===== src/rtl/embedded_signature_scanner_assert.svh =====
// Assertion macros shared by the scanner RTL.
// ESS_ASSERT checks a property on every rising clock edge outside reset.
// ESS_ASSERT_NEVER checks that a condition is never true outside reset.
`ifndef EMBEDDED_SIGNATURE_SCANNER_ASSERT_SVH
`define EMBEDDED_SIGNATURE_SCANNER_ASSERT_SVH
`ifndef ASSERT_OFF
`define ESS_ASSERT(lbl, clk, rst_n, prop) \
    lbl: assert property (@(posedge clk) disable iff (!rst_n) prop) \
        else $error("%m: assertion failed");
`define ESS_ASSERT_NEVER(lbl, clk, rst_n, cond) \
    lbl: assert property (@(posedge clk) disable iff (!rst_n) !(cond)) \
        else $error("%m: forbidden condition seen");
`else
`define ESS_ASSERT(lbl, clk, rst_n, prop)
`define ESS_ASSERT_NEVER(lbl, clk, rst_n, cond)
`endif
`endif


===== src/rtl/ess_pkg.sv =====
`default_nettype none

package ess_pkg;

    localparam int NUM_SIGS         = 24;
    localparam int SIG_MAX          = 8;
    localparam int SIG_ID_W         = 5;
    localparam int HIT_OFFSET_W     = 32;
    localparam int TOTAL_W          = 8;
    localparam int CAP_W            = 4;
    localparam int CFG_INDEX_W      = 4;
    localparam int CFG_DATA_W       = 4;
    localparam int OFFSET_WIDTH_DEF = 32;
    localparam int WINDOW_LEN_DEF   = 8;
    localparam int QUEUE_DEPTH      = 4;
    localparam int QUEUE_PTR_W      = $clog2(QUEUE_DEPTH);
    localparam int QUEUE_CNT_W      = $clog2(QUEUE_DEPTH + 1);

    // Result beat payload: id, offset, cap flag, total, padded to bytes.
    localparam int FIELDS_W = SIG_ID_W + HIT_OFFSET_W + 1 + TOTAL_W;
    localparam int DATA_W   = ((FIELDS_W + 7) / 8) * 8;
    localparam int PAD_W    = DATA_W - FIELDS_W;

    localparam logic [CFG_INDEX_W-1:0] REG_HIT_CAP    = 4'd0;
    localparam logic [CFG_INDEX_W-1:0] REG_MIN_OFFSET = 4'd1;

    localparam logic [CAP_W-1:0] HIT_CAP_RST    = 4'd8;
    localparam logic [CAP_W-1:0] MIN_OFFSET_RST = 4'd1;

    localparam logic KIND_HIT     = 1'b0;
    localparam logic KIND_SUMMARY = 1'b1;

    localparam logic [TOTAL_W-1:0] TOTAL_MAX = 8'hff;

    typedef logic [7:0] sig_row_t [SIG_MAX];

    localparam sig_row_t SIG_BYTES [NUM_SIGS] = '{
        '{8'h7f, 8'h45, 8'h4c, 8'h46, 8'h00, 8'h00, 8'h00, 8'h00},
        '{8'h89, 8'h50, 8'h4e, 8'h47, 8'h0d, 8'h0a, 8'h1a, 8'h0a},
        '{8'hff, 8'hd8, 8'hff, 8'h00, 8'h00, 8'h00, 8'h00, 8'h00},
        '{8'h47, 8'h49, 8'h46, 8'h38, 8'h00, 8'h00, 8'h00, 8'h00},
        '{8'h49, 8'h49, 8'h2a, 8'h00, 8'h00, 8'h00, 8'h00, 8'h00},
        '{8'h4d, 8'h4d, 8'h00, 8'h2a, 8'h00, 8'h00, 8'h00, 8'h00},
        '{8'h25, 8'h50, 8'h44, 8'h46, 8'h00, 8'h00, 8'h00, 8'h00},
        '{8'h50, 8'h4b, 8'h03, 8'h04, 8'h00, 8'h00, 8'h00, 8'h00},
        '{8'h1f, 8'h8b, 8'h00, 8'h00, 8'h00, 8'h00, 8'h00, 8'h00},
        '{8'h42, 8'h5a, 8'h68, 8'h00, 8'h00, 8'h00, 8'h00, 8'h00},
        '{8'hfd, 8'h37, 8'h7a, 8'h58, 8'h5a, 8'h00, 8'h00, 8'h00},
        '{8'h28, 8'hb5, 8'h2f, 8'hfd, 8'h00, 8'h00, 8'h00, 8'h00},
        '{8'h04, 8'h22, 8'h4d, 8'h18, 8'h00, 8'h00, 8'h00, 8'h00},
        '{8'h37, 8'h7a, 8'hbc, 8'haf, 8'h27, 8'h1c, 8'h00, 8'h00},
        '{8'h52, 8'h61, 8'h72, 8'h21, 8'h1a, 8'h07, 8'h01, 8'h00},
        '{8'h52, 8'h61, 8'h72, 8'h21, 8'h1a, 8'h07, 8'h00, 8'h00},
        '{8'hcf, 8'hfa, 8'hed, 8'hfe, 8'h00, 8'h00, 8'h00, 8'h00},
        '{8'hce, 8'hfa, 8'hed, 8'hfe, 8'h00, 8'h00, 8'h00, 8'h00},
        '{8'h00, 8'h61, 8'h73, 8'h6d, 8'h00, 8'h00, 8'h00, 8'h00},
        '{8'h4f, 8'h67, 8'h67, 8'h53, 8'h00, 8'h00, 8'h00, 8'h00},
        '{8'h66, 8'h4c, 8'h61, 8'h43, 8'h00, 8'h00, 8'h00, 8'h00},
        '{8'h49, 8'h44, 8'h33, 8'h00, 8'h00, 8'h00, 8'h00, 8'h00},
        '{8'h1a, 8'h45, 8'hdf, 8'ha3, 8'h00, 8'h00, 8'h00, 8'h00},
        '{8'h53, 8'h51, 8'h4c, 8'h69, 8'h74, 8'h65, 8'h20, 8'h66}
    };

    localparam int SIG_LEN [NUM_SIGS] = '{
        4, 8, 3, 4, 4, 4, 4, 4, 2, 3, 6, 4, 4, 6, 8, 7, 4, 4, 4, 4, 4, 3, 4, 8
    };

    typedef struct packed {
        logic [CAP_W-1:0] hit_cap;
        logic [CAP_W-1:0] min_offset;
    } cfg_t;

    typedef struct packed {
        logic                    hit_valid;
        logic [SIG_ID_W-1:0]     sig_id;
        logic [HIT_OFFSET_W-1:0] hit_offset;
        logic                    cap_reached;
        logic                    sum_valid;
        logic [TOTAL_W-1:0]      total;
    } q_entry_t;

endpackage

`default_nettype wire


===== src/rtl/ess_front.sv =====
`default_nettype none

module ess_front #(
    parameter int OFFSET_WIDTH = ess_pkg::OFFSET_WIDTH_DEF,
    parameter int WINDOW_LEN   = ess_pkg::WINDOW_LEN_DEF
) (
    input  wire logic              aclk,
    input  wire logic              aresetn,
    input  wire logic              in_valid,
    output logic                   in_ready,
    input  wire logic [7:0]        in_byte,
    input  wire logic              in_eob,
    input  wire ess_pkg::cfg_t     cfg,
    input  wire logic              q_full,
    output logic                   push,
    output ess_pkg::q_entry_t      push_entry
);

    localparam int HIST_LEN = WINDOW_LEN;
    localparam int WIN_LEN  = WINDOW_LEN - 1;
    localparam int THR_W    = 5;

    logic [7:0]              win_reg [WIN_LEN];
    logic [OFFSET_WIDTH-1:0] pos_reg;

    logic                    s1_valid_reg;
    logic                    s1_hit_reg;
    logic [ess_pkg::SIG_ID_W-1:0] s1_id_reg;
    logic [OFFSET_WIDTH-1:0] s1_start_reg;
    logic                    s1_eob_reg;

    logic [ess_pkg::CAP_W-1:0]   cnt_reg [ess_pkg::NUM_SIGS];
    logic [ess_pkg::TOTAL_W-1:0] total_reg;

    logic [7:0]              hist [HIST_LEN];
    logic [ess_pkg::NUM_SIGS-1:0] lane_hit;
    logic                    any_hit;
    logic [ess_pkg::SIG_ID_W-1:0] hit_id;
    logic [2:0]              hit_len_m1;
    logic [OFFSET_WIDTH-1:0] hit_start;
    logic                    accept;
    logic                    advance;

    logic [ess_pkg::CAP_W-1:0]   cnt_sel;
    logic [ess_pkg::CAP_W-1:0]   cnt_inc;
    logic                        eligible;
    logic [ess_pkg::TOTAL_W-1:0] total_new;
    logic [OFFSET_WIDTH+ess_pkg::HIT_OFFSET_W-1:0] start_ext;

    assign advance  = s1_valid_reg && !q_full;
    assign in_ready = !s1_valid_reg || !q_full;
    assign accept   = in_valid && in_ready;

    always_comb begin
        for (int i = 0; i < WIN_LEN; i++) begin
            hist[i] = win_reg[i];
        end
        hist[HIST_LEN-1] = in_byte;
    end

    // Each lane compares its signature against the newest bytes. A lane only
    // fires once the blob holds the whole signature and the start offset is
    // at or above min_offset: pos >= len - 1 + min_offset.
    always_comb begin
        logic [THR_W-1:0] thr;
        logic             pos_ok;
        int               idx;
        for (int s = 0; s < ess_pkg::NUM_SIGS; s++) begin
            thr = THR_W'(ess_pkg::SIG_LEN[s] - 1) + THR_W'(cfg.min_offset);
            pos_ok = (|pos_reg[OFFSET_WIDTH-1:THR_W]) || (pos_reg[THR_W-1:0] >= thr);
            lane_hit[s] = pos_ok;
            for (int k = 0; k < ess_pkg::SIG_MAX; k++) begin
                idx = (k < ess_pkg::SIG_LEN[s]) ? (HIST_LEN - ess_pkg::SIG_LEN[s] + k) : 0;
                if (k < ess_pkg::SIG_LEN[s]) begin
                    if (hist[idx] != ess_pkg::SIG_BYTES[s][k]) begin
                        lane_hit[s] = 1'b0;
                    end
                end
            end
        end
    end

    // Lowest matching lane wins; no signature is a suffix of another, so at
    // most one lane fires anyway.
    always_comb begin
        any_hit    = |lane_hit;
        hit_id     = '0;
        hit_len_m1 = '0;
        for (int s = ess_pkg::NUM_SIGS - 1; s >= 0; s--) begin
            if (lane_hit[s]) begin
                hit_id     = ess_pkg::SIG_ID_W'(s);
                hit_len_m1 = 3'(ess_pkg::SIG_LEN[s] - 1);
            end
        end
        hit_start = pos_reg - OFFSET_WIDTH'(hit_len_m1);
    end

    always_ff @(posedge aclk) begin
        if (!aresetn) begin
            pos_reg <= '0;
            for (int i = 0; i < WIN_LEN; i++) begin
                win_reg[i] <= '0;
            end
        end else if (accept) begin
            if (in_eob) begin
                pos_reg <= '0;
                for (int i = 0; i < WIN_LEN; i++) begin
                    win_reg[i] <= '0;
                end
            end else begin
                pos_reg <= pos_reg + OFFSET_WIDTH'(1);
                for (int i = 0; i < WIN_LEN - 1; i++) begin
                    win_reg[i] <= win_reg[i+1];
                end
                win_reg[WIN_LEN-1] <= in_byte;
            end
        end
    end

    always_ff @(posedge aclk) begin
        if (!aresetn) begin
            s1_valid_reg <= 1'b0;
        end else if (accept) begin
            s1_valid_reg <= 1'b1;
        end else if (advance) begin
            s1_valid_reg <= 1'b0;
        end
    end

    always_ff @(posedge aclk) begin
        if (accept) begin
            s1_hit_reg   <= any_hit;
            s1_id_reg    <= hit_id;
            s1_start_reg <= hit_start;
            s1_eob_reg   <= in_eob;
        end
    end

    // Second step: apply the per-signature cap and keep the counts.
    assign cnt_sel   = cnt_reg[s1_id_reg];
    assign cnt_inc   = cnt_sel + ess_pkg::CAP_W'(1);
    assign eligible  = s1_hit_reg && (cnt_sel < cfg.hit_cap);
    assign total_new = (eligible && (total_reg != ess_pkg::TOTAL_MAX))
                       ? total_reg + ess_pkg::TOTAL_W'(1) : total_reg;
    assign start_ext = {ess_pkg::HIT_OFFSET_W'(0), s1_start_reg};

    assign push = advance && (eligible || s1_eob_reg);

    always_comb begin
        push_entry.hit_valid   = eligible;
        push_entry.sig_id      = s1_id_reg;
        push_entry.hit_offset  = start_ext[ess_pkg::HIT_OFFSET_W-1:0];
        push_entry.cap_reached = (cnt_inc == cfg.hit_cap);
        push_entry.sum_valid   = s1_eob_reg;
        push_entry.total       = total_new;
    end

    always_ff @(posedge aclk) begin
        if (!aresetn) begin
            total_reg <= '0;
            for (int s = 0; s < ess_pkg::NUM_SIGS; s++) begin
                cnt_reg[s] <= '0;
            end
        end else if (advance) begin
            if (s1_eob_reg) begin
                total_reg <= '0;
                for (int s = 0; s < ess_pkg::NUM_SIGS; s++) begin
                    cnt_reg[s] <= '0;
                end
            end else if (eligible) begin
                total_reg <= total_new;
                cnt_reg[s1_id_reg] <= cnt_inc;
            end
        end
    end

endmodule

`default_nettype wire


===== src/rtl/ess_queue.sv =====
`default_nettype none

`include "embedded_signature_scanner_assert.svh"

module ess_queue (
    input  wire logic              aclk,
    input  wire logic              aresetn,
    input  wire logic              push,
    input  wire ess_pkg::q_entry_t push_entry,
    input  wire logic              pop,
    output logic                   full,
    output logic                   empty,
    output ess_pkg::q_entry_t      head
);

    localparam int DEPTH = ess_pkg::QUEUE_DEPTH;

    ess_pkg::q_entry_t mem_reg [DEPTH];
    logic [ess_pkg::QUEUE_PTR_W-1:0] wr_ptr_reg;
    logic [ess_pkg::QUEUE_PTR_W-1:0] rd_ptr_reg;
    logic [ess_pkg::QUEUE_CNT_W-1:0] count_reg;

    assign full  = (count_reg == ess_pkg::QUEUE_CNT_W'(DEPTH));
    assign empty = (count_reg == '0);
    assign head  = mem_reg[rd_ptr_reg];

    always_ff @(posedge aclk) begin
        if (push) begin
            mem_reg[wr_ptr_reg] <= push_entry;
        end
    end

    always_ff @(posedge aclk) begin
        if (!aresetn) begin
            wr_ptr_reg <= '0;
            rd_ptr_reg <= '0;
            count_reg  <= '0;
        end else begin
            if (push) begin
                wr_ptr_reg <= (wr_ptr_reg == ess_pkg::QUEUE_PTR_W'(DEPTH - 1))
                              ? '0 : wr_ptr_reg + ess_pkg::QUEUE_PTR_W'(1);
            end
            if (pop) begin
                rd_ptr_reg <= (rd_ptr_reg == ess_pkg::QUEUE_PTR_W'(DEPTH - 1))
                              ? '0 : rd_ptr_reg + ess_pkg::QUEUE_PTR_W'(1);
            end
            if (push && !pop) begin
                count_reg <= count_reg + ess_pkg::QUEUE_CNT_W'(1);
            end else if (pop && !push) begin
                count_reg <= count_reg - ess_pkg::QUEUE_CNT_W'(1);
            end
        end
    end

    `ESS_ASSERT_NEVER(a_push_full, aclk, aresetn, push && full)
    `ESS_ASSERT_NEVER(a_pop_empty, aclk, aresetn, pop && empty)
    `ESS_ASSERT(a_count_range, aclk, aresetn, count_reg <= ess_pkg::QUEUE_CNT_W'(DEPTH))

endmodule

`default_nettype wire


===== src/rtl/ess_back.sv =====
`default_nettype none

`include "embedded_signature_scanner_assert.svh"

module ess_back (
    input  wire logic                        aclk,
    input  wire logic                        aresetn,
    input  wire logic                        q_empty,
    input  wire ess_pkg::q_entry_t           q_head,
    output logic                             pop,
    output logic                             m_valid,
    input  wire logic                        m_ready,
    output logic [ess_pkg::DATA_W-1:0]       m_data,
    output logic                             m_kind,
    output logic                             m_last
);

    logic                            m_valid_reg, m_valid_next;
    logic                            pend_reg, pend_next;
    logic [ess_pkg::TOTAL_W-1:0]     pend_total_reg, pend_total_next;
    logic                            out_kind_reg, out_kind_next;
    logic [ess_pkg::SIG_ID_W-1:0]    out_id_reg, out_id_next;
    logic [ess_pkg::HIT_OFFSET_W-1:0] out_offset_reg, out_offset_next;
    logic                            out_cap_reg, out_cap_next;
    logic [ess_pkg::TOTAL_W-1:0]     out_total_reg, out_total_next;
    logic                            out_last_reg, out_last_next;
    logic                            out_free;

    assign out_free = !m_valid_reg || m_ready;
    assign pop      = out_free && !pend_reg && !q_empty;

    // An entry that holds a hit and a summary leaves as two beats; the
    // summary waits in the pending register behind the hit.
    always_comb begin
        m_valid_next    = m_valid_reg;
        pend_next       = pend_reg;
        pend_total_next = pend_total_reg;
        out_kind_next   = out_kind_reg;
        out_id_next     = out_id_reg;
        out_offset_next = out_offset_reg;
        out_cap_next    = out_cap_reg;
        out_total_next  = out_total_reg;
        out_last_next   = out_last_reg;
        if (out_free) begin
            if (pend_reg) begin
                m_valid_next    = 1'b1;
                pend_next       = 1'b0;
                out_kind_next   = ess_pkg::KIND_SUMMARY;
                out_id_next     = '0;
                out_offset_next = '0;
                out_cap_next    = 1'b0;
                out_total_next  = pend_total_reg;
                out_last_next   = 1'b1;
            end else if (!q_empty) begin
                m_valid_next = 1'b1;
                if (q_head.hit_valid) begin
                    out_kind_next   = ess_pkg::KIND_HIT;
                    out_id_next     = q_head.sig_id;
                    out_offset_next = q_head.hit_offset;
                    out_cap_next    = q_head.cap_reached;
                    out_total_next  = '0;
                    out_last_next   = !q_head.sum_valid;
                    pend_next       = q_head.sum_valid;
                    pend_total_next = q_head.total;
                end else begin
                    out_kind_next   = ess_pkg::KIND_SUMMARY;
                    out_id_next     = '0;
                    out_offset_next = '0;
                    out_cap_next    = 1'b0;
                    out_total_next  = q_head.total;
                    out_last_next   = 1'b1;
                end
            end else begin
                m_valid_next = 1'b0;
            end
        end
    end

    always_ff @(posedge aclk) begin
        if (!aresetn) begin
            m_valid_reg <= 1'b0;
            pend_reg    <= 1'b0;
        end else begin
            m_valid_reg <= m_valid_next;
            pend_reg    <= pend_next;
        end
    end

    always_ff @(posedge aclk) begin
        pend_total_reg <= pend_total_next;
        out_kind_reg   <= out_kind_next;
        out_id_reg     <= out_id_next;
        out_offset_reg <= out_offset_next;
        out_cap_reg    <= out_cap_next;
        out_total_reg  <= out_total_next;
        out_last_reg   <= out_last_next;
    end

    assign m_valid = m_valid_reg;
    assign m_kind  = out_kind_reg;
    assign m_last  = out_last_reg;
    assign m_data  = {ess_pkg::PAD_W'(0), out_total_reg, out_cap_reg,
                      out_offset_reg, out_id_reg};

    `ESS_ASSERT(a_pend_behind_hit, aclk, aresetn, pend_reg |-> (m_valid_reg && !out_last_reg && (out_kind_reg == ess_pkg::KIND_HIT)))
    `ESS_ASSERT_NEVER(a_pop_while_pend, aclk, aresetn, pop && pend_reg)
    `ESS_ASSERT(a_summary_last, aclk, aresetn, (m_valid_reg && (out_kind_reg == ess_pkg::KIND_SUMMARY)) |-> out_last_reg)

endmodule

`default_nettype wire


===== src/rtl/embedded_signature_scanner.sv =====
// Channel  Dir  Handshake           Payload
// s_       in   s_tvalid/s_tready   s_tdata[7:0] data_byte, s_tlast end_of_blob
// m_       out  m_tvalid/m_tready   m_tdata id/offset/cap/total, m_tuser result_kind,
//                                   m_tlast last_of_run
// cfg_     in   cfg_valid/cfg_ready cfg_index register, cfg_data value
//
// One byte is accepted every cycle while the queue has room; all 24 signatures
// are compared in parallel. Result beats leave at one per cycle while m_tready
// is high; a blob's final byte with a hit makes two. A byte's result passes the
// scan register, the queue, which absorbs short stalls, and the output register.
// Reset is synchronous and needs no clearing pass; cfg_ready is always high.
`default_nettype none

module embedded_signature_scanner #(
    parameter int OFFSET_WIDTH = ess_pkg::OFFSET_WIDTH_DEF,
    parameter int WINDOW_LEN   = ess_pkg::WINDOW_LEN_DEF
) (
    input  wire logic                             aclk,
    input  wire logic                             aresetn,
    input  wire logic                             s_tvalid,
    output logic                                  s_tready,
    input  wire logic [7:0]                       s_tdata,   // data_byte
    input  wire logic                             s_tlast,   // end_of_blob
    output logic                                  m_tvalid,
    input  wire logic                             m_tready,
    // signature_id [4:0], hit_offset [36:5], cap_reached [37], total_hits [45:38]
    output logic [ess_pkg::DATA_W-1:0]            m_tdata,
    output logic                                  m_tuser,   // result_kind
    output logic                                  m_tlast,   // last_of_run
    input  wire logic                             cfg_valid,
    output logic                                  cfg_ready,
    input  wire logic [ess_pkg::CFG_INDEX_W-1:0]  cfg_index,
    input  wire logic [ess_pkg::CFG_DATA_W-1:0]   cfg_data
);

    logic [ess_pkg::CAP_W-1:0] hit_cap_reg, hit_cap_next;
    logic [ess_pkg::CAP_W-1:0] min_offset_reg, min_offset_next;
    ess_pkg::cfg_t             cfg;

    logic              q_full;
    logic              q_empty;
    logic              push;
    logic              pop;
    ess_pkg::q_entry_t push_entry;
    ess_pkg::q_entry_t q_head;

    assign cfg_ready = 1'b1;

    always_comb begin
        hit_cap_next    = hit_cap_reg;
        min_offset_next = min_offset_reg;
        if (cfg_valid) begin
            unique case (cfg_index)
                ess_pkg::REG_HIT_CAP:    hit_cap_next    = cfg_data;
                ess_pkg::REG_MIN_OFFSET: min_offset_next = cfg_data;
                default: ;
            endcase
        end
    end

    always_ff @(posedge aclk) begin
        if (!aresetn) begin
            hit_cap_reg    <= ess_pkg::HIT_CAP_RST;
            min_offset_reg <= ess_pkg::MIN_OFFSET_RST;
        end else begin
            hit_cap_reg    <= hit_cap_next;
            min_offset_reg <= min_offset_next;
        end
    end

    assign cfg.hit_cap    = hit_cap_reg;
    assign cfg.min_offset = min_offset_reg;

    ess_front #(
        .OFFSET_WIDTH(OFFSET_WIDTH),
        .WINDOW_LEN  (WINDOW_LEN)
    ) u_front (
        .aclk      (aclk),
        .aresetn   (aresetn),
        .in_valid  (s_tvalid),
        .in_ready  (s_tready),
        .in_byte   (s_tdata),
        .in_eob    (s_tlast),
        .cfg       (cfg),
        .q_full    (q_full),
        .push      (push),
        .push_entry(push_entry)
    );

    ess_queue u_queue (
        .aclk      (aclk),
        .aresetn   (aresetn),
        .push      (push),
        .push_entry(push_entry),
        .pop       (pop),
        .full      (q_full),
        .empty     (q_empty),
        .head      (q_head)
    );

    ess_back u_back (
        .aclk   (aclk),
        .aresetn(aresetn),
        .q_empty(q_empty),
        .q_head (q_head),
        .pop    (pop),
        .m_valid(m_tvalid),
        .m_ready(m_tready),
        .m_data (m_tdata),
        .m_kind (m_tuser),
        .m_last (m_tlast)
    );

endmodule

`default_nettype wire


===== config.mk =====
export PLATFORM = sky130hd
export DESIGN_NAME = embedded_signature_scanner
export DESIGN_NICKNAME = d
export VERILOG_FILES = /design/src/rtl/ess_pkg.sv /design/src/rtl/ess_front.sv /design/src/rtl/ess_queue.sv /design/src/rtl/ess_back.sv /design/src/rtl/embedded_signature_scanner.sv
export VERILOG_INCLUDE_DIRS = /design/src /design/src/rtl
export SDC_FILE = /design/constraint.sdc
export NUM_CORES = 1
export LEC_CHECK = 0
export ABC_AREA = 1
export BUFFER_PORTS_ARGS = -buffer_cell sky130_fd_sc_hd__buf_2
export CORE_UTILIZATION = 65
export CTS_BUF_LIST = sky130_fd_sc_hd__clkbuf_8
export DETAILED_ROUTE_END_ITERATION = 8
export PLACE_DENSITY = 0.83
export SLEW_MARGIN = 0
export SYNTH_ARGS = -nofsm -noshare
export SYNTH_HDL_FRONTEND = slang
export SYNTH_SLANG_ARGS = --single-unit

===== constraint.sdc =====
create_clock -name aclk -period 9.8 [get_ports aclk]
set_clock_uncertainty 0.15 [all_clocks]
set_input_delay 0.98 -clock aclk [delete_from_list [all_inputs] [get_ports aclk]]
set_output_delay 0.98 -clock aclk [all_outputs]
set_load 0.05 [all_outputs]

Word-level counts from Yosys, hierarchy flattened
Memory sizes are Yosys's and may differ from the RTL's. A register that Yosys moved wholly into a read port is not among the register bits.
Cells that the tools add are included.

cells by class
  $add $sub $neg = 14
  $lt $le $gt $ge = 7
  equality and inequality tests = 101
  multiplexer cells = 248
  bitwise logic cells = 40
  reductions and logical operators = 46

operators with widths
  kind                     count
  $ne A8 B7 Y1 const B     48
  $mux W8                  20
  $mux W1                  145
  $ne A8 B8 Y1 const B     18
  $mux W4                  33
  $ne A8 B6 Y1 const B     14
  $mux W32                 3
  $mux W3                  30
  $mux W5                  11
  $ne A8 B5 Y1 const B     6
  $or A1 B1 Y1             38
  $add A32 B1 Y32 const B  1
  $ne A8 B3 Y1 const B     4
  $sub A32 B3 Y32          1
  $ge A5 B5 Y1             6
  $reduce_or A27 Y1        1
  $ne A8 B4 Y1 const B     3
  $reduce_bool A8 Y1       3
  $reduce_or A24 Y1        1
  $reduce_or A16 Y1        1
  $add A3 B4 Y5 const A    3
  $mux W2                  6
  $add A2 B4 Y5 const A    2
  $logic_and A1 B1 Y1      9
  other kinds (25)         49

word-level totals
  flip-flop bits (word level) = 153
  bits in writable memories = 344
  input bits = 22
  output and inout port bits = 53
  word-level logic and storage cells = 484
  memories = 3

memories
  name             words  bits a word  read ports  clocked after memory_dff  wr ports  RTL line         source
  u_queue.mem_reg  4      48           1           1                         1         ess_queue.sv:18  ess_pkg::q_entry_t mem_reg [DEPTH];
  u_front.cnt_reg  24     4            1           0                         24        ess_front.sv:32  logic [ess_pkg::CAP_W-1:0] cnt_reg [ess_pkg::NUM_SIGS];
  u_front.win_reg  7      8            7           0                         7         ess_front.sv:23  logic [7:0] win_reg [WIN_LEN];

Depth between registers and ports, before layout
Gate-level depths: netlist of the first run.

  word-level depth = 36
  gate-level depth with buffers = 30
  mapped depth without buffers = 30

Cells and area by module
A second synthesis of the first run with hierarchy kept.

second synthesis, totals
  cell total of the unflattened synthesis = 2482
  area, all modules = 24858.8 µm²

modules (own cells, without submodules)
  module                      times used  cells an instance  area each (µm²)  sequential area each (µm²)
  ess_front                   1           1705               14465.1          7437.1
  ess_queue                   1           524                7634.8           5945.7
  ess_back                    1           186                2288.4           1721.7
  embedded_signature_scanner  1           67                 470.5            160.2

Worst setup path after synthesis of the first run
No wires, ideal clock.

  path kind = flip-flop to flip-flop
  start point = register u_front.s1_id_reg[1] (netlist bit)
  end point = memory u_queue.mem_reg[0][0] (netlist bit) (enable)
  library setup time = 0.454 ns
  arrival time = 4.703 ns
  required time = 9.196 ns
  setup slack = 4.493 ns
  stages on the path, launching flop included = 22
  clock period less this slack = 5.307 ns
  cell sequence = edfxtp_1 nand2_1 inv_2 buf_2 a22oi_1 nand2_1 nand2_1 nand2_1 nor2_1 nand2_2 buf_1 inv_1 ha_1 o21bai_1 a31oi_1 nand2_1 nor2_1 inv_1 nand2_1 inv_1 clkbuf_1 nor2_1

between the ends
  longest elaborated chain between the ends = 7

ends and longest elaborated chain
  element                        RTL line                          source
  start, declared                ess_front.sv:28                   logic [ess_pkg::SIG_ID_W-1:0] s1_id_reg;
  start signal, assigned         ess_front.sv:133                  s1_id_reg <= hit_id;
  $mem_v2 Z24 W4                 -
  $lt A4 B4 Y1                   ess_front.sv:142                  assign eligible = s1_hit_reg && (cnt_sel < cfg.hit_cap);
  $logic_and A1 B1 Y1            ess_front.sv:142
  $logic_or A1 B1 Y1             ess_front.sv:147                  assign push = advance && (eligible || s1_eob_reg);
  $logic_and A1 B1 Y1            ess_front.sv:147
  net push                       embedded_signature_scanner.sv:42  logic push;
  $mux W1                        ess_queue.sv:28                   if (push) begin
  $mux W1 (implied by the code)  ess_queue.sv:29                   mem_reg[wr_ptr_reg] <= push_entry;
  end, declared                  ess_queue.sv:18

The timed path passes the listed nets, and every way through them passes these cells.

==> results of run 1 <==
[layer usage]
metal	GRT usage	up-vias
li1	-	8528
met1	0.397	8566
met5	0	-
met4	0.130	0
met3	0.0497	158
met2	0.527	848
[logic make-up after synthesis]
logic type      share of synthesized area
flops                               0.625
xor+xnor                           0.0157
simple gates                        0.198
compound gates                     0.0807
fa+ha+maj                          0.0257
other cells                      0.000307
buf+inv                            0.0548
[path summary, 6_finish.rpt]
check	startpoint	to	slack [ns]	cells after the start
min reg2reg	u_front.s1_start_reg[0]	u_queue.mem_reg[2][10]	0.33	0
max	u_front.s1_id_reg[1]	u_front.cnt_reg[15][2]	4.42	20
max reg2reg	u_front.s1_id_reg[1]	u_front.cnt_reg[15][2]	4.42	20
min	u_front.s1_start_reg[0]	u_queue.mem_reg[2][10]	0.33	0
[metrics by stage]
| step | power (W) | hold slack, ns | setup WS (ns) | util |
|---|---|---|---|---|
| 2_1_floorplan | 0.00397 | 0.309 | 4.49 | - |
| 3_3_place_gp | 0.00430 | 0.314 | 4.78 | 0.682 |
| 3_5_place_dp | 0.00434 | 0.328 | 4.60 | 0.682 |
| 4_1_cts | 0.00614 | 0.323 | 4.63 | 0.726 |
| 5_1_grt | 0.00636 | 0.343 | 4.15 | 0.726 |
| 6_report | 0.00612 | 0.326 | 4.42 | 0.726 |
[area by class of cell]
type | count | area, µm² | share of cell area
well taps | 468 | 586 | 0.0219
multi-input cells | 1580 | 7860 | 0.294
repair buffers | 83 | 445 | 0.0167
inverters | 245 | 920 | 0.0344
flip-flops and latches | 531 | 15300 | 0.572
clock buffers | 96 | 1320 | 0.0495
clock inverters | 59 | 302 | 0.0113
[worst max-delay path: cells and delay by family (launching register included)]
family	cells	cell delay [ns]
fa+ha+maj	1	0.21
flops	1	0.52
simple gates	13	2.90
compound gates	3	0.58
buf+inv	3	0.70
[power by group]
group	switching [W]	internal (W)	total, W	leakage (nW)
Clock	0.000849	0.000948	0.00180	0.980
Sequential	0.000104	0.00280	0.00290	5.11
Combinational	0.00112	0.000299	0.00142	4.46
[cell usage after synthesis, drive strengths merged, types with 12 or more instances]
library cell	instances
xor2	40
buf	35
a22oi	64
inv	244
nand3	79
o21ai	138
nand2	384
clkbuf	52
o22ai	12
edfxtp	463
a21oi	94
nand4	53
ha	47
nor4	26
nor3	60
dfxtp	68
nor2	527
==> tab_implementation.tex, run 1 <==
\begin{tabular}{lr}
\hline
Metric & Value \\
\hline
\multicolumn{2}{l}{\textbf{Synth}} \\
Area leader, netlist & sky130\_fd\_sc\_hd\_\_edfxtp\_1 \\
Number of warnings reported in the yosys synthesis log & 0 \\
Count of different cell masters after synthesis & 57 \\
Flip-flop cell with the highest count after synthesis & sky130\_fd\_sc\_hd\_\_edfxtp\_1 \\
Number of storage elements in the synthesis netlist & 531 \\
Gate count after technology mapping & 2442 \\
Per-instance average area after synthesis & 10.0 µm² \\
Share of the yosys chip area belonging to registers & 0.625 \\
Top-area cell type share of the netlist area & 0.569 \\
Post-synth EDFFs & 463 \\
Mapped Area & 0.0244 mm² \\
Cell types with the largest area share after synthesis & sky130\_fd\_sc\_hd\_\_edfxtp\_1 (57\%), sky130\_fd\_sc\_hd\_\_nor2\_1 (7.9\%), sky130\_fd\_sc\_hd\_\_nand2\_1 (5.8\%) \\
Proportion of register bits with asynchronous set or reset after synthesis & 0 \\
\multicolumn{2}{l}{\textbf{Floorplan}} \\
Num ports & 75 \\
Die Outline Area & 0.0384 mm² \\
Vertical extent of the die & 196 µm \\
Overall die width & 196 µm \\
Initial Util & 0.664 \\
Cell Rows & 70 \\
Core box area & 0.0368 mm² \\
\multicolumn{2}{l}{\textbf{Final layout}} \\
\# nets final & 2596 \\
Antenna cell count & 0 \\
Final std cells w/o fill & 3062 \\
Most used cells in the layout excluding fill and tap cells & sky130\_fd\_sc\_hd\_\_nor2\_1 (513), sky130\_fd\_sc\_hd\_\_edfxtp\_1 (463), sky130\_fd\_sc\_hd\_\_nand2\_1 (379) \\
Most common cell after layout, fill and taps aside & sky130\_fd\_sc\_hd\_\_nor2\_1 \\
Area of all placed cells without fillers & 0.0267 mm² \\
Syn-to-layout area delta & 9.28\% \\
Fraction of final layout cells with drive strength greater than 1 & 0.0929 \\
Max reg flops & 192 \\
Fill cells & 2560 \\
\multicolumn{2}{l}{\textbf{Global route}} \\
Total congestion overflow & 0 \\
First-pass GRT wire length & 91500 µm \\
Number of antenna violations at the first check in global routing & 0 \\
Largest net degree at the start of global routing & 97 \\
Via count of the first global-routing pass & 17.7k \\
Total routing resource utilization after global routing & 0.310 \\
\multicolumn{2}{l}{\textbf{CTS}} \\
Hold-fix buffer count after cts & 0 \\
Resized Gates After CTS & 0 \\
TritonCTS buffer count & 84 \\
Clk pin slew, worst setup/hold paths & 0.06 ns \\
Root buf cell & sky130\_fd\_sc\_hd\_\_clkbuf\_8 \\
Clock sink count & 531 \\
Skew-Pair Late Insertion Delay & 0.65 ns \\
Depth of the CTS H-tree & 3 \\
Clock tree from TritonCTS & yes \\
Buffer depth of the longest clock path & 3 \\
Post-CTS Repair Setup Buffers & 0 \\
\multicolumn{2}{l}{\textbf{STA}} \\
Number of pins exceeding their max-slew limit in the final report & 0 \\
Period utilisation layout & 0.549 \\
Least-Margin Pin Slew & 1.05 ns \\
TNS Setup & 0 ns \\
Maximum operating frequency & 186 MHz \\
RSZ-0062 raised after global routing & false \\
Final setup violation count & 0 \\
Final critical path time including I/O delays and setup & 5.38 ns \\
Endpoints failing hold & 0 \\
Worst rel slew slack & 0.299 \\
\multicolumn{2}{l}{\textbf{Drt}} \\
Met1 wire length & 23300 µm \\
Detailed-route wire length per cell & 19.1 µm \\
Drt first pass iters & 5 \\
Remaining DRCs & 0 \\
Detail-routed via count per cell & 5.91 \\
Routed wire length & 58400 µm \\
Number of nets with antenna violations after routing & 0 \\
Top Metal Used & met4 \\
Drt initial violations & 1729 \\
Wire length on met2 & 28500 µm \\
Met3 Wirelength & 4590 µm \\
Total number of vias & 18.1k \\
\multicolumn{2}{l}{\textbf{Critical path}} \\
Startpoint types & register \\
Chain of cells forming the critical path & nand2\_1 > inv\_2 > a22oi\_1 > nand2\_1 > nand2\_1 > nand2\_1 > nor2\_1 > nand2\_2 > inv\_1 > ha\_1 > o21bai\_1 > a31oi\_1 > nand2\_1 > nor2\_1 > inv\_1 > nor2\_1 > nand2\_1 > nor2\_1 > nand2\_1 > nand2\_1 \\
Critical setup path kind & reg2reg \\
CP most frequent cell & sky130\_fd\_sc\_hd\_\_nand2\_1 \\
Endpoint required time on the critical path & 9.97 ns \\
Peak per-stage delay on the critical path & 0.75 ns \\
Critical Path Fanout Max & 32 \\
Cell with the largest stage delay on the worst path & sky130\_fd\_sc\_hd\_\_nor2\_1 \\
Element type at the critical path end & register \\
Data arrival time of the critical path & 5.55 ns \\
\multicolumn{2}{l}{\textbf{Run}} \\
Max-cap check violation count & 0 \\
\multicolumn{2}{l}{\textbf{Power and ir drop}} \\
IR drop worst, VDD & 0.190 mV \\
Leakage power summed over all cells & 10.6 nW \\
Total power density per cell area & 229 mW/mm² \\
\multicolumn{2}{l}{\textbf{Placement}} \\
Placed standard-cell area & 0.0251 mm² \\
Port Buf Inserts & 71 \\
Number of placed instances, taps included & 2907 \\
RD Place Congestion & 0.951 \\
Post-DP HPWL & 38700 µm \\
\multicolumn{2}{l}{\textbf{Worst hold path}} \\
Tightest Hold Check Type & reg2reg \\
\multicolumn{2}{l}{\textbf{Run status}} \\
Run status & completed \\
\hline
\end{tabular}
No activity file was read; power rests on OpenSTA's default activity.
==> inputs of run 2 (changes only) <==
- ABC_AREA: 1 -> 0
- CORE_UTILIZATION: 65 -> 58
- PLACE_DENSITY: 0.83 -> 0.78
- clock period: 9.8 -> 4.3 ns (I/O delays scaled with it)
==> tab_implementation.tex, run 2 <==
\begin{tabular}{lr}
\hline
Metric & Value \\
\hline
\multicolumn{2}{l}{\textbf{Global route}} \\
Total routing resource utilization after global routing & 0.302 (was 0.310) \\
First-pass GRT wire length & 95700 µm (was 91500 µm) \\
Total congestion overflow & 0 (unchanged) \\
Largest net degree at the start of global routing & 50 (was 97) \\
Via count of the first global-routing pass & 17.3k (was 17.7k) \\
Number of antenna violations at the first check in global routing & 3 (was 0) \\
\multicolumn{2}{l}{\textbf{Synth}} \\
Count of different cell masters after synthesis & 66 (was 57) \\
Area leader, netlist & sky130\_fd\_sc\_hd\_\_edfxtp\_1 (unchanged) \\
Per-instance average area after synthesis & 13.3 µm² (was 10.0 µm²) \\
Number of storage elements in the synthesis netlist & 531 (unchanged) \\
Mapped Area & 0.0239 mm² (was 0.0244 mm²) \\
Top-area cell type share of the netlist area & 0.581 (was 0.569) \\
Library cell with the highest instance count after synthesis & sky130\_fd\_sc\_hd\_\_edfxtp\_1 (was sky130\_fd\_sc\_hd\_\_nor2\_1) \\
Cell types with the largest area share after synthesis & sky130\_fd\_sc\_hd\_\_edfxtp\_1 (58\%), sky130\_fd\_sc\_hd\_\_mux4\_2 (5.9\%), sky130\_fd\_sc\_hd\_\_dfxtp\_1 (5.7\%) (was sky130\_fd\_sc\_hd\_\_edfxtp\_1 (57\%), sky130\_fd\_sc\_hd\_\_nor2\_1 (7.9\%), sky130\_fd\_sc\_hd\_\_nand2\_1 (5.8\%)) \\
Gate count after technology mapping & 1795 (was 2442) \\
Leading cell types by count after synthesis & sky130\_fd\_sc\_hd\_\_edfxtp\_1 (463), sky130\_fd\_sc\_hd\_\_nor2\_1 (162), sky130\_fd\_sc\_hd\_\_nand2\_1 (108), sky130\_fd\_sc\_hd\_\_clkbuf\_1 (93), sky130\_fd\_sc\_hd\_\_nor2b\_1 (90) (was sky130\_fd\_sc\_hd\_\_nor2\_1 (517), sky130\_fd\_sc\_hd\_\_edfxtp\_1 (463), sky130\_fd\_sc\_hd\_\_nand2\_1 (379), sky130\_fd\_sc\_hd\_\_inv\_1 (232), sky130\_fd\_sc\_hd\_\_o21ai\_0 (135)) \\
Post-synth EDFFs & 463 (unchanged) \\
Number of warnings reported in the yosys synthesis log & 0 (unchanged) \\
Flip-flop cell with the highest count after synthesis & sky130\_fd\_sc\_hd\_\_edfxtp\_1 (unchanged) \\
Share of the yosys chip area belonging to registers & 0.638 (was 0.625) \\
Proportion of register bits with asynchronous set or reset after synthesis & 0 (unchanged) \\
\multicolumn{2}{l}{\textbf{Critical path}} \\
Endpoint required time on the critical path & 4.55 ns (was 9.97 ns) \\
Data arrival time of the critical path & 5.19 ns (was 5.55 ns) \\
Startpoint types & register (unchanged) \\
Critical Path Fanout Max & 4 (was 32) \\
Element type at the critical path end & register (unchanged) \\
Critical setup path kind & reg2reg (unchanged) \\
\multicolumn{2}{l}{\textbf{Drt}} \\
Top Metal Used & met5 (was met4) \\
Met1 wire length & 25800 µm (was 23300 µm) \\
Routed wire length & 66400 µm (was 58400 µm) \\
Number of nets with antenna violations after routing & 0 (unchanged) \\
Total number of vias & 17.2k (was 18.1k) \\
Drt initial violations & 1745 (was 1729) \\
Detail-routed via count per cell & 6.07 (was 5.91) \\
Remaining DRCs & 0 (unchanged) \\
Detailed-route wire length per cell & 23.4 µm (was 19.1 µm) \\
Met3 Wirelength & 4800 µm (was 4590 µm) \\
Drt first pass iters & 6 (was 5) \\
Wire length on met2 & 33200 µm (was 28500 µm) \\
\multicolumn{2}{l}{\textbf{STA}} \\
Maximum operating frequency & 202 MHz (was 186 MHz) \\
Final critical path time including I/O delays and setup & 4.94 ns (was 5.38 ns) \\
Period utilisation layout & 1.15 (was 0.549) \\
Endpoints failing hold & 0 (unchanged) \\
Least-Margin Pin Slew & 1.49 ns (was 1.05 ns) \\
Worst rel slew slack & -0.00133 (was 0.299) \\
RSZ-0062 raised after global routing & true (was false) \\
Final setup violation count & 36 (was 0) \\
Minimum setup slack in the final design & -0.645 ns (was 4.42 ns) \\
Number of pins exceeding their max-slew limit in the final report & 1 (was 0) \\
\multicolumn{2}{l}{\textbf{Floorplan}} \\
Core box area & 0.0407 mm² (was 0.0368 mm²) \\
Die Outline Area & 0.0421 mm² (was 0.0384 mm²) \\
Num ports & 75 (unchanged) \\
Vertical extent of the die & 205 µm (was 196 µm) \\
Initial Util & 0.588 (was 0.664) \\
Cell Rows & 74 (was 70) \\
Overall die width & 205 µm (was 196 µm) \\
\multicolumn{2}{l}{\textbf{CTS}} \\
Clk pin slew, worst setup/hold paths & 0.07 ns (was 0.06 ns) \\
TritonCTS buffer count & 83 (was 84) \\
Skew-Pair Late Insertion Delay & 0.67 ns (was 0.65 ns) \\
Clock sink count & 531 (unchanged) \\
Depth of the CTS H-tree & 3 (unchanged) \\
Root buf cell & sky130\_fd\_sc\_hd\_\_clkbuf\_8 (unchanged) \\
Buffer depth of the longest clock path & 3 (unchanged) \\
Clock tree from TritonCTS & yes (unchanged) \\
\multicolumn{2}{l}{\textbf{Power and ir drop}} \\
Total power density per cell area & 464 mW/mm² (was 229 mW/mm²) \\
IR drop worst, VDD & 0.331 mV (was 0.190 mV) \\
Design Power & 0.0140 W (was 0.00612 W) \\
Leakage power summed over all cells & 11.6 nW (was 10.6 nW) \\
\multicolumn{2}{l}{\textbf{Run status}} \\
Failing checks & max-capacitance violations, max-slew violations, negative setup slack \\
Run status & complete, but fails checks (was completed) \\
\multicolumn{2}{l}{\textbf{Final layout}} \\
\# nets final & 2308 (was 2596) \\
Max reg flops & 192 (unchanged) \\
Syn-to-layout area delta & 25.7\% (was 9.28\%) \\
Most used cells in the layout excluding fill and tap cells & sky130\_fd\_sc\_hd\_\_edfxtp\_1 (463), sky130\_fd\_sc\_hd\_\_buf\_4 (353), sky130\_fd\_sc\_hd\_\_nor2\_1 (151) (was sky130\_fd\_sc\_hd\_\_nor2\_1 (513), sky130\_fd\_sc\_hd\_\_edfxtp\_1 (463), sky130\_fd\_sc\_hd\_\_nand2\_1 (379)) \\
Antenna cell count & 0 (unchanged) \\
Fill cells & 2496 (was 2560) \\
Most common cell after layout, fill and taps aside & sky130\_fd\_sc\_hd\_\_edfxtp\_1 (was sky130\_fd\_sc\_hd\_\_nor2\_1) \\
Fraction of final layout cells with drive strength greater than 1 & 0.331 (was 0.0929) \\
\multicolumn{2}{l}{\textbf{Run}} \\
Max-cap check violation count & 1 (was 0) \\
\multicolumn{2}{l}{\textbf{Worst hold path}} \\
Tightest Hold Check Type & in2reg (was reg2reg) \\
\multicolumn{2}{l}{\textbf{Placement}} \\
RD Place Congestion & 0.950 (was 0.951) \\
Post-DP HPWL & 41600 µm (was 38700 µm) \\
Setup WS pre-CTS & -0.810 ns (was 4.60 ns) \\
Port Buf Inserts & 71 (unchanged) \\
\hline
\end{tabular}
-- run 2: cell types whose count changed after synthesis, sizes merged, moves of 69 or more --
| cell | change |
|---|---|
| nor2 | -365 |
| a21oi | -69 |
| inv | -202 |
| nand2 | -276 |
| nor2b | +90 |
| o21ai | -79 |
-- run 2: final cells by class --
cell class | instances | area, µm² | area share
clock buffers | 95 | 1310 | 0.0434
clock inverters | 56 | 348 | 0.0116
inverters | 42 | 158 | 0.00524
multi-input cells | 1110 | 8720 | 0.290
flip-flops and latches | 531 | 15300 | 0.507
well taps | 532 | 666 | 0.0221
repair buffers | 469 | 3630 | 0.121
-- run 2: what timing repair did --
item | in CTS | in global routing
pin swaps | 23 | 41
hold endpoints to repair | 13 | 0
hold buffers | 8 | 0
resized for setup | 101 | 76
buffers inserted | 19 | 18
setup endpoints to repair | 159 | 266
-- run 2: worst max-delay path, stage by stage, from the launching register on --
cell                       delay [ns]
sky130_fd_sc_hd__dfxtp_2         0.33
sky130_fd_sc_hd__or4_4           0.55
sky130_fd_sc_hd__or4_4           0.57
sky130_fd_sc_hd__nor3_4          0.22
sky130_fd_sc_hd__buf_6           0.14
sky130_fd_sc_hd__buf_6           0.10
sky130_fd_sc_hd__nand2_4         0.05
sky130_fd_sc_hd__buf_6           0.13
sky130_fd_sc_hd__nand4_1         0.09
sky130_fd_sc_hd__inv_1           0.07
sky130_fd_sc_hd__or4_4           0.53
sky130_fd_sc_hd__or4_4           0.45
sky130_fd_sc_hd__ha_4            0.19
sky130_fd_sc_hd__fa_2            0.33
sky130_fd_sc_hd__nand2b_4        0.17
sky130_fd_sc_hd__nand3_4         0.10
sky130_fd_sc_hd__or3_4           0.17
sky130_fd_sc_hd__or3_4           0.16
sky130_fd_sc_hd__nor4_2          0.05
sky130_fd_sc_hd__xor2_1          0.15
-- run 2: report_power, final --
group | switching (W) | total, W | internal, W
sequential | 0.000240 | 0.00655 | 0.00631
combinational | 0.00212 | 0.00313 | 0.00101
clock | 0.00204 | 0.00430 | 0.00226
total | 0.00439 | 0.0140 | 0.00958
-- run 2: path summary, 6_finish.rpt --
kind,start,end,slack [ns],cells after the start
worst min register to register,u_front.total_reg[5],u_front.total_reg[5],0.34,2
worst max-delay path,u_front.pos_reg[13],u_front.s1_start_reg[30],-0.64,19
worst max register to register,u_front.pos_reg[13],u_front.s1_start_reg[30],-0.64,19
worst min-delay path,s_tdata[1],u_front.win_reg[6][1],0.03,3
-- run 2: cells by family (layout without fill, tap and decap cells) --
group,Yosys count,count (layout),synth area share
AND/OR/NAND/NOR,721,721,0.164
AO/OA/AOI/OAI,153,153,0.0394
XOR/XNOR,75,75,0.0280
buffers and inverters,155,662,0.0256
multiplexers,109,109,0.0786
adder cells (fa/ha/maj),49,49,0.0262
flip-flops,531,531,0.638
other,2,3,0.000314
-- run 2: per-stage QoR --
step / hold slack, ns / TNS [ns] / instances / instance area, µm² / util
global route: 0.0248 / -21.28 / 2835 / 30100 / 0.739
global placement: 0.301 / -15.51 / 2642 / 27400 / 0.673
floorplan: 0.289 / -7.74 / 1796 / 24100 / -
CTS: 0.00677 / -9.78 / 2819 / 29600 / 0.727
detailed placement: 0.328 / -22.49 / 2642 / 27400 / 0.673
finish: 0.0340 / -13.71 / 2835 / 30100 / 0.739
-- run 2: layer usage --
metal | track usage | vias up
li1 | - | 7587
met1 | 0.386 | 8499
met2 | 0.508 | 901
met3 | 0.0558 | 204
met4 | 0.125 | 6
met5 | 0 | -
==> inputs of run 3 (changes only) <==
- SYNTH_HIERARCHICAL: not set -> 1
==> tab_implementation.tex, run 3 <==
\begin{tabular}{lr}
\hline
Metric & Value \\
\hline
\multicolumn{2}{l}{\textbf{Global route}} \\
First-pass GRT wire length & 89000 µm (was 95700 µm) \\
Via count of the first global-routing pass & 16.4k (was 17.3k) \\
Largest net degree at the start of global routing & 52 (was 50) \\
Number of antenna violations at the first check in global routing & 0 (was 3) \\
Total routing resource utilization after global routing & 0.281 (was 0.302) \\
Total congestion overflow & 0 (unchanged) \\
\multicolumn{2}{l}{\textbf{Placement}} \\
RD Place Congestion & 0.963 (was 0.950) \\
Port Buf Inserts & 71 (unchanged) \\
Post-DP HPWL & 40300 µm (was 41600 µm) \\
Number of placed instances, taps included & 2521 (was 2642) \\
\multicolumn{2}{l}{\textbf{Critical path}} \\
Chain of cells forming the critical path & inv\_2 > buf\_4 > ha\_2 > xor2\_1 > ha\_1 > a21oi\_2 > o21ai\_4 > a211oi\_4 > buf\_6 > a211oi\_4 > nor4b\_4 > buf\_4 > nand4\_1 > ha\_2 > fa\_2 > nand2b\_4 > and3\_1 > nand2\_2 > nor2\_2 > nand2\_2 > nor4\_2 > xor2\_1 (was or4\_4 > or4\_4 > nor3\_4 > buf\_6 > buf\_6 > nand2\_4 > buf\_6 > nand4\_1 > inv\_1 > or4\_4 > or4\_4 > ha\_4 > fa\_2 > nand2b\_4 > nand3\_4 > or3\_4 > or3\_4 > nor4\_2 > xor2\_1) \\
Startpoint types & register (unchanged) \\
Critical Path Fanout Max & 4 (unchanged) \\
Data arrival time of the critical path & 4.72 ns (was 5.19 ns) \\
Largest delay contributor family on the critical path & simple AND/OR/NAND/NOR gates (unchanged) \\
Endpoint required time on the critical path & 4.52 ns (was 4.55 ns) \\
Element type at the critical path end & register (unchanged) \\
Peak per-stage delay on the critical path & 0.35 ns (was 0.57 ns) \\
Cell with the largest stage delay on the worst path & sky130\_fd\_sc\_hd\_\_dfxtp\_2 (was sky130\_fd\_sc\_hd\_\_or4\_4) \\
Critical setup path kind & reg2reg (unchanged) \\
Buf/Inv on CP & 4 (unchanged) \\
\multicolumn{2}{l}{\textbf{Final layout}} \\
Most common cell after layout, fill and taps aside & sky130\_fd\_sc\_hd\_\_edfxtp\_1 (unchanged) \\
Syn-to-layout area delta & 20.3\% (was 25.7\%) \\
\# nets final & 2182 (was 2308) \\
Fraction of final layout cells with drive strength greater than 1 & 0.291 (was 0.331) \\
Most used cells in the layout excluding fill and tap cells & sky130\_fd\_sc\_hd\_\_edfxtp\_1 (463), sky130\_fd\_sc\_hd\_\_buf\_4 (255), sky130\_fd\_sc\_hd\_\_nor2\_1 (174) (was sky130\_fd\_sc\_hd\_\_edfxtp\_1 (463), sky130\_fd\_sc\_hd\_\_buf\_4 (353), sky130\_fd\_sc\_hd\_\_nor2\_1 (151)) \\
Max reg flops & 192 (unchanged) \\
Final std cells w/o fill & 2711 (was 2835) \\
\multicolumn{2}{l}{\textbf{Drt}} \\
Total number of vias & 16.1k (was 17.2k) \\
Remaining DRCs & 0 (unchanged) \\
Number of nets with antenna violations after routing & 0 (unchanged) \\
Routed wire length & 59000 µm (was 66400 µm) \\
Detail-routed via count per cell & 5.92 (was 6.07) \\
Drt initial violations & 1536 (was 1745) \\
Detailed-route wire length per cell & 21.8 µm (was 23.4 µm) \\
Drt first pass iters & 6 (unchanged) \\
\multicolumn{2}{l}{\textbf{Synth}} \\
Share of the yosys chip area belonging to registers & 0.634 (was 0.638) \\
Number of warnings reported in the yosys synthesis log & 6 (was 0) \\
Gate count after technology mapping & 1769 (was 1795) \\
Proportion of register bits with asynchronous set or reset after synthesis & 0 (unchanged) \\
Leading cell types by count after synthesis & sky130\_fd\_sc\_hd\_\_edfxtp\_1 (463), sky130\_fd\_sc\_hd\_\_nor2\_1 (180), sky130\_fd\_sc\_hd\_\_nand2\_1 (128), sky130\_fd\_sc\_hd\_\_and2\_1 (101), sky130\_fd\_sc\_hd\_\_dfxtp\_1 (68) (was sky130\_fd\_sc\_hd\_\_edfxtp\_1 (463), sky130\_fd\_sc\_hd\_\_nor2\_1 (162), sky130\_fd\_sc\_hd\_\_nand2\_1 (108), sky130\_fd\_sc\_hd\_\_clkbuf\_1 (93), sky130\_fd\_sc\_hd\_\_nor2b\_1 (90)) \\
Per-instance average area after synthesis & 13.6 µm² (was 13.3 µm²) \\
Top-area cell type share of the netlist area & 0.577 (was 0.581) \\
Library cell with the highest instance count after synthesis & sky130\_fd\_sc\_hd\_\_edfxtp\_1 (unchanged) \\
Cell types with the largest area share after synthesis & sky130\_fd\_sc\_hd\_\_edfxtp\_1 (58\%), sky130\_fd\_sc\_hd\_\_mux4\_2 (6.0\%), sky130\_fd\_sc\_hd\_\_dfxtp\_1 (5.7\%) (was sky130\_fd\_sc\_hd\_\_edfxtp\_1 (58\%), sky130\_fd\_sc\_hd\_\_mux4\_2 (5.9\%), sky130\_fd\_sc\_hd\_\_dfxtp\_1 (5.7\%)) \\
Count of different cell masters after synthesis & 86 (was 66) \\
Area leader, netlist & sky130\_fd\_sc\_hd\_\_edfxtp\_1 (unchanged) \\
Number of storage elements in the synthesis netlist & 531 (unchanged) \\
Mapped Area & 0.0241 mm² (was 0.0239 mm²) \\
Post-synth EDFFs & 463 (unchanged) \\
Flip-flop cell with the highest count after synthesis & sky130\_fd\_sc\_hd\_\_edfxtp\_1 (unchanged) \\
\multicolumn{2}{l}{\textbf{STA}} \\
Least-Margin Pin Slew & 1.14 ns (was 1.49 ns) \\
Minimum setup slack in the final design & -0.202 ns (was -0.645 ns) \\
TNS Setup & -1.27 ns (was -13.71 ns) \\
Maximum operating frequency & 222 MHz (was 202 MHz) \\
Period utilisation layout & 1.05 (was 1.15) \\
Final critical path time including I/O delays and setup & 4.50 ns (was 4.94 ns) \\
Endpoints failing hold & 0 (unchanged) \\
Number of pins exceeding their max-slew limit in the final report & 0 (was 1) \\
Worst rel slew slack & 0.235 (was -0.00133) \\
RSZ-0062 raised after global routing & true (unchanged) \\
Final setup violation count & 12 (was 36) \\
\multicolumn{2}{l}{\textbf{Floorplan}} \\
Overall die width & 206 µm (was 205 µm) \\
Initial Util & 0.589 (was 0.588) \\
Num ports & 75 (unchanged) \\
Vertical extent of the die & 206 µm (was 205 µm) \\
Core box area & 0.0409 mm² (was 0.0407 mm²) \\
Cell Rows & 74 (unchanged) \\
Die Outline Area & 0.0423 mm² (was 0.0421 mm²) \\
\multicolumn{2}{l}{\textbf{CTS}} \\
Skew-Pair Late Insertion Delay & 0.67 ns (about the same) \\
Clock sink count & 531 (unchanged) \\
Depth of the CTS H-tree & 3 (unchanged) \\
Root buf cell & sky130\_fd\_sc\_hd\_\_clkbuf\_8 (unchanged) \\
Clk pin slew, worst setup/hold paths & 0.06 ns (was 0.07 ns) \\
Clock tree from TritonCTS & yes (unchanged) \\
TritonCTS buffer count & 83 (unchanged) \\
Buffer depth of the longest clock path & 3 (unchanged) \\
\multicolumn{2}{l}{\textbf{Power and ir drop}} \\
Total power density per cell area & 472 mW/mm² (was 464 mW/mm²) \\
Combinational fraction of design power & 0.223 (was 0.224) \\
IR drop worst, VDD & 0.407 mV (was 0.331 mV) \\
Leakage power summed over all cells & 10.9 nW (was 11.6 nW) \\
Net Sw Power & 0.00427 W (was 0.00439 W) \\
Design Power & 0.0137 W (was 0.0140 W) \\
Clk pwr share & 0.299 (was 0.308) \\
Internal Dissipation & 0.00941 W (was 0.00958 W) \\
Part of the power in registers & 0.479 (was 0.468) \\
Switching share of power & 0.312 (was 0.314) \\
\multicolumn{2}{l}{\textbf{Run status}} \\
Run status & complete, but fails checks (unchanged) \\
Failing checks & negative setup slack (was max-capacitance violations, max-slew violations, negative setup slack) \\
\multicolumn{2}{l}{\textbf{Worst hold path}} \\
Tightest Hold Check Type & in2reg (unchanged) \\
\multicolumn{2}{l}{\textbf{Run}} \\
Max-cap check violation count & 0 (was 1) \\
\hline
\end{tabular}
run 3: repair_timing:
action | CTS | global route
cloned | 0 | 1
endpoints found under the hold margin | 11 | 0
hold buffers | 12 | 0
pin swaps | 30 | 30
gates resized for setup | 36 | 53
setup buffers | 18 | 13
endpoints found under the setup margin | 24 | 25
run 3: layer usage:
layer  wire, µm  up-vias  share of wire  global-route usage
met1      23800     7924           0.40               0.356
met2      29700      644           0.50               0.477
li1           -     7358              -                   -
met4       1910        0          0.032               0.118
met5          0        -              0                   0
met3       3660      128          0.062              0.0480
run 3: layout make-up:
type	instances	area [µm²]
clock buffers	91	1250
flip-flops and latches	531	15300
repair buffers	351	2620
clock inverters	60	348
inverters	39	146
fillers	2662	12000
multi-input cells	1106	8650
diodes	1	2.50
well taps	532	666
run 3: path summary, 6_finish.rpt:
kind	start	to	slack, ns	cells past startpoint
worst max-delay path	min_offset_reg[1]	u_front/s1_start_reg[30]	-0.20	22
worst min-delay path	aresetn	register	0.03	2
worst max register to register	min_offset_reg[1]	u_front/s1_start_reg[30]	-0.20	22
worst min register to register	hit_cap_reg[2]	hit_cap_reg[2]	0.33	2
run 3: cell families after synthesis:
| group | count (synthesis) | synth area share |
|---|---|---|
| mux | 106 | 0.0774 |
| other cells | 2 | 0.000312 |
| xor+xnor | 73 | 0.0271 |
| compound gates | 133 | 0.0387 |
| fa+ha+maj | 48 | 0.0256 |
| flops | 531 | 0.634 |
| simple gates | 743 | 0.172 |
| buf+inv | 133 | 0.0256 |
run 3: power groups by stage:
stage               logic [W]  clock network, W  registers [W]
floorplan             0.00134                 0        0.00740
global placement      0.00289                 0        0.00662
detailed placement    0.00296                 0        0.00666
CTS                   0.00301           0.00416        0.00656
global route          0.00321           0.00440        0.00661
finish                0.00304           0.00409        0.00655
run 3: through the flow:
step	util	hold slack [ns]	setup slack (ns)	instance area [µm²]
CTS	0.699	0.00475	-0.160	28600
global placement	0.650	0.297	-0.273	26600
finish	0.708	0.0348	-0.202	29000
floorplan	-	0.285	0.00818	24100
detailed placement	0.650	0.321	-0.381	26600
global route	0.708	0.0250	-0.364	29000
